File: src/rtl/core/tmu_pkg.sv
// tmu_pkg: beat types, widths and helpers of the triangle measure unit
// used by every module under rtl/core, no dependencies

package tmu_pkg;

   // fixed field geometry
   localparam int COORD_BITS = 16;
   localparam int FRAC_BITS  = 8;
   localparam int CEN_W      = 24;
   localparam int PER_W      = 27;
   localparam int AREA_W     = 33;

   // derived internal widths
   localparam int DIFF_W   = COORD_BITS + 1;
   localparam int MAG_W    = COORD_BITS;
   localparam int PROD_W   = 2 * MAG_W;
   localparam int SQ_W     = PROD_W + 1;
   localparam int ROOT_W   = (SQ_W + 2 * FRAC_BITS + 1) / 2;
   localparam int RAD_W    = 2 * ROOT_W;
   localparam int REM_W    = ROOT_W + 1;
   localparam int SUM_W    = COORD_BITS + 2;
   localparam int NUM_W    = SUM_W - 1 + FRAC_BITS;
   localparam int CROSS_W  = 2 * DIFF_W;
   localparam int CDIFF_W  = CROSS_W + 1;

   // divide by three: reciprocal 2^26/3 rounded up, exact for numerators below 2^25
   localparam int DIV3_SHIFT = NUM_W + 1;
   localparam int DIV_PROD_W = 2 * NUM_W;
   localparam logic [NUM_W-1:0] DIV3_MULT = NUM_W'((64'(1) << DIV3_SHIFT) / 3 + 1);

   typedef struct packed {
      logic signed [COORD_BITS-1:0] ax;
      logic signed [COORD_BITS-1:0] ay;
      logic signed [COORD_BITS-1:0] bx;
      logic signed [COORD_BITS-1:0] by_coord;
      logic signed [COORD_BITS-1:0] cx;
      logic signed [COORD_BITS-1:0] cy;
   } req_type;

   typedef struct packed {
      logic signed [CEN_W-1:0] centroid_x;
      logic signed [CEN_W-1:0] centroid_y;
      logic [PER_W-1:0]        perimeter;
      logic [AREA_W-1:0]       double_area;
   } rsp_type;

   // fields that ride alongside the square roots
   typedef struct packed {
      logic signed [CEN_W-1:0] centroid_x;
      logic signed [CEN_W-1:0] centroid_y;
      logic [AREA_W-1:0]       double_area;
   } tail_type;

   typedef struct packed {
      tail_type          tail;
      logic [SQ_W-1:0]   sq_ab;
      logic [SQ_W-1:0]   sq_ac;
      logic [SQ_W-1:0]   sq_bc;
   } prep_type;

   // magnitude of a coordinate difference
   function automatic logic [MAG_W-1:0] mag_diff(input logic signed [DIFF_W-1:0] d);
      logic [DIFF_W-1:0] n;
      n = d[DIFF_W-1] ? DIFF_W'(-d) : DIFF_W'(d);
      return n[MAG_W-1:0];
   endfunction

endpackage

File: src/rtl/core/tmu_isqrt.sv
// tmu_isqrt: pipelined integer square root, one result bit per register stage
// depends on tmu_pkg

module tmu_isqrt import tmu_pkg::*; (
   input  logic              clock,
   input  logic              advance,
   input  logic [RAD_W-1:0]  radicand,
   output logic [ROOT_W-1:0] root
);

   logic [REM_W-1:0]  rem_ff  [ROOT_W];
   logic [ROOT_W-1:0] root_ff [ROOT_W];
   logic [RAD_W-1:0]  rad_ff  [ROOT_W];

   for (genvar k = 0; k < ROOT_W; k++) begin : g_step
      logic [REM_W-1:0]  rem_prev;
      logic [ROOT_W-1:0] root_prev;
      logic [RAD_W-1:0]  rad_prev;
      logic [REM_W+1:0]  cur;
      logic [REM_W+1:0]  trial;
      logic [REM_W+1:0]  diff;
      logic              take;

      if (k == 0) begin : g_first
         assign rem_prev  = '0;
         assign root_prev = '0;
         assign rad_prev  = radicand;
      end else begin : g_next
         assign rem_prev  = rem_ff[k-1];
         assign root_prev = root_ff[k-1];
         assign rad_prev  = rad_ff[k-1];
      end

      // bring down two radicand bits and try root*4+1
      always_comb begin
         cur   = {rem_prev, rad_prev[RAD_W-1 -: 2]};
         trial = (REM_W+2)'({root_prev, 2'b01});
         diff  = cur - trial;
         take  = (cur >= trial);
      end

      always_ff @(posedge clock) begin
         if (advance) begin
            rem_ff[k]  <= take ? diff[REM_W-1:0] : cur[REM_W-1:0];
            root_ff[k] <= {root_prev[ROOT_W-2:0], take};
            rad_ff[k]  <= {rad_prev[RAD_W-3:0], 2'b00};
         end
      end
   end

   assign root = root_ff[ROOT_W-1];

endmodule

File: config.mk
export PLATFORM = sky130hd
export DESIGN_NAME = tmu_isqrt
export DESIGN_NICKNAME = d
export VERILOG_FILES = /design/src/rtl/core/tmu_pkg.sv /design/src/rtl/core/tmu_isqrt.sv
export SDC_FILE = /design/constraint.sdc
export NUM_CORES = 2
export LEC_CHECK = 0
export BUFFER_PORTS_ARGS = -buffer_cell sky130_fd_sc_hd__buf_2
export CAP_MARGIN = 20
export CORE_ASPECT_RATIO = 1.4
export CORE_MARGIN = 1.5
export CORE_UTILIZATION = 55
export DETAILED_ROUTE_END_ITERATION = 6
export PLACE_DENSITY = 0.82
export SETUP_SLACK_MARGIN = 0.5
export SLEW_MARGIN = 25
export SYNTH_ARGS = -nofsm -noshare
export SYNTH_HDL_FRONTEND = slang
export SYNTH_SLANG_ARGS = --single-unit
File: constraint.sdc
create_clock -name clock -period 8.8 [get_ports clock]
set_clock_uncertainty 0.15 [all_clocks]
set_input_delay 1.32 -clock clock [delete_from_list [all_inputs] [get_ports clock]]
set_output_delay 1.32 -clock clock [all_outputs]
set_load 0.005 [all_outputs]
==> results.cfg <==
[power]
p_sw_mw = 5.07
pwr_density_cell_mw_per_mm2 = 249
power.leakage_nw = 29.3
pwr-share-comb_pct = 18.0
clockPowerShare_pct = 31.8
power.share.sequential_pct = 50.1
power_mw = 19.1
irDropWorstVdd_uv = 230
intPower_mw = 14.0
p_sw_share_pct = 26.6

[timing]
setup_viol = 0
fin_crit_ns = 4.40
fmax_mhz = 227
worst_pin_slew_ns = 1.05
tns_ns = 0
rsz0062_at_grt = no
min_period_over_period_pct = 50.0
relSlewSlack_pct = 30.2
finalHoldViolations = 0
drv_slew = 0

[flow_run]
cap_violations = 0

[detailed_routing]
wl_per_cell_um = 17.6
ant_nets = 0
drt_first_pass_iters = 7
routed_via_density = 5.68
first_iter_violations = 2425
wl_um = 126000
vias = 40431
drc_errors = 0

[worst_setup_path]
reg2reg_from = rem_ff[5][52]
crit_arrival_ns = 4.75
setup.worst_path.end_class = flop
crit_required_ns = 9.16
r2r_slack_ns = 4.40
startpoint_type = flop
critical_path.endpoint = rem_ff[5][100]
r2r_cells = 10
crit_fanout = 38
cp-startpoint = rem_ff[5][52]
r2r_end = rem_ff[5][100]
critPathKind = flop to flop

[yosys]
synth_area_leaders = edfxtp_1 (65%), ha_1 (6.3%), xnor2_1 (3.2%)
async_flop_share_pct = 0
yosysWarningCount = 0
netlist_area_mm2 = 0.0695
ys_ff_latch = 1514
synth.distinct_cells = 91
yosysSeqAreaShare_pct = 65.4
synth_edf_count = 1514
synth_top_cell_by_area = edfxtp_1
synth_nets = 5626
synthCells = 5222
syn_area_per_cell_um2 = 13.3
synth_top_area_share_pct = 65.4
synthFlopType = edfxtp_1

[clocking]
clock_path_buffers = 3
clock-sinks = 1514
cts_setup_buffers = 0
cts_max_level = 4
clock-root-buffer = clkbuf_16
insertion_delay_ns = 0.78
cts_buffers = 142
cts_tree = yes
cts_resized = 0
cts_hold_buf = 0
cts.clk_slew.worst_paths_ns = 0.06

[global_routing]
grt_pass1_wl_um = 199000
grt_start_max_net_pins = 182
grt.total_usage_pct = 19.5
grt_pass1_vias = 41624
gr-total-overflow = 0
antenna_found_initial = 0

[placement]
io_buffers = 76
place.gp.congestion = 0.940
dp_hpwl_um = 88000
dpl.cell_count = 6875

[floorplanning]
dieArea_mm2 = 0.128
die_y_um = 423
die_w_um = 303
io_pins = 77
start_util_pct = 55.3
coreArea_mm2 = 0.126
row_count = 154

[outcome]
status = finished clean

[layout]
diodes = 0
fillerInstances = 9100
utilization_pct = 60.9
fin_nets = 5786
layout-drive-gt1-share_pct = 7.89
area_growth_pct = 10.1
instances_no_fill = 7124

[hold_path]
hold_class = flop to flop
## per-stage QoR
stage	setup WS [ns]	instance area [um2]	hold WS (ns)
finish	4.40	76500	0.242
global route	4.12	76500	0.256
CTS	4.45	76500	0.246
detailed placement	4.51	71900	0.255
global placement	4.62	71900	0.250
floorplan	5.62	69500	0.250
## power by group through the flow
stage / clock network (mW) / logic [mW] / registers, mW
2_1_floorplan: 0 / 2.55 / 9.52
3_3_place_gp: 0 / 3.25 / 9.66
3_5_place_dp: 0 / 3.40 / 9.70
4_1_cts: 6.20 / 3.43 / 9.55
5_1_grt: 6.48 / 3.81 / 9.64
6_report: 6.07 / 3.44 / 9.56
## layout make-up
type / instances / area [um2] / area share, %
clock buffer: 165 / 3700 / 4.84
clock inverter: 83 / 888 / 1.16
inverter: 424 / 1590 / 2.08
multi-input combinational: 3201 / 22100 / 28.9
sequential: 1514 / 45500 / 59.5
tap: 1638 / 2050 / 2.68
timing repair buffer: 99 / 672 / 0.879
## cell families (layout without fill, tap and decap cells)
| kind of cell | count (synthesis) | count (layout) | synth area share (%) |
|---|---|---|---|
| buffers and inverters | 507 | 771 | 2.82 |
| AO/OA/AOI/OAI | 1000 | 1000 | 8.95 |
| adder cells (fa/ha/maj) | 352 | 352 | 6.34 |
| AND/OR/NAND/NOR | 1313 | 1313 | 9.51 |
| multiplexers | 49 | 49 | 0.802 |
| XOR/XNOR | 486 | 486 | 6.13 |
| other | 1 | 1 | 0.00540 |
| flip-flops | 1514 | 1514 | 65.4 |
## critical path, cell delays in order (launching register included)
cell      delay, ns
edfxtp_1       0.40
ha_1           0.38
nor2b_1        0.18
o311ai_2       0.31
a21oi_1        0.22
o41ai_1        0.92
o21ai_1        0.33
a21oi_2        0.43
buf_4          0.42
inv_1          0.11
mux2_2         0.29
## state kept, by name (all words and copies together), names as in the netlist
name and cells:
rad_ff 600, root_ff 325, rem_ff 589
## layout by cell type (no fill, tap or decap), drive strengths merged, types with 23 or more instances in the layout
master and count:
a211oi 33, a21o 115, clkinv 54, o21bai 23
a31oi 29, o21ai 247, or3 44, edfxtp 1514
xnor2 256, nand4 50, nor2 332, nor3 125
buf 99, o31ai 33, mux2 41, and3 29
nor2b 53, or4 31, nand2 318, nor4 67
or2 40, nand2b 75, a21oi 333, xor2 230
ha 352, inv 433, o21a 64, nand3 80
clkbuf 165
## how the worst min path moves through the flow
stage,startpoint,end,depth (start not counted)
finish,rad_ff[3][42],rad_ff[3][92],0
global route,rad_ff[3][42],rad_ff[3][92],0
CTS,rad_ff[3][42],rad_ff[3][92],0
detailed placement,rad_ff[0][56],rad_ff[0][106],0
global placement,rad_ff[2][43],rad_ff[2][93],0
floorplan,rad_ff[0][50],rad_ff[0][100],0
## metal layers
metal,vias to the layer above,global-route usage (%),wire length (um)
met5,-,0,0
met4,0,11.6,6870
met3,413,2.85,3890
met2,935,39.0,72700
met1,19523,17.9,42000
li1,19560,-,-
## cells in the mapped netlist (28+ instances only)
| master | number |
|---|---|
| a21oi_1 | 333 |
| or3_1 | 43 |
| clkbuf_1 | 53 |
| a21o_1 | 115 |
| nor2b_1 | 53 |
| inv_1 | 423 |
| ha_1 | 352 |
| nor2_1 | 332 |
| nand2b_1 | 75 |
| nor4_1 | 63 |
| o31ai_1 | 32 |
| nor3_1 | 121 |
| nand4_1 | 49 |
| nand2_1 | 318 |
| a211oi_1 | 33 |
| or4_1 | 28 |
| nand3_1 | 78 |
| edfxtp_1 | 1514 |
| mux2_2 | 36 |
| or2_2 | 38 |
| xor2_1 | 230 |
| and3_1 | 29 |
| o21ai_0 | 244 |
| o21a_1 | 64 |
| xnor2_1 | 256 |
| a31oi_1 | 29 |
(Power assumes the default switching activity.)
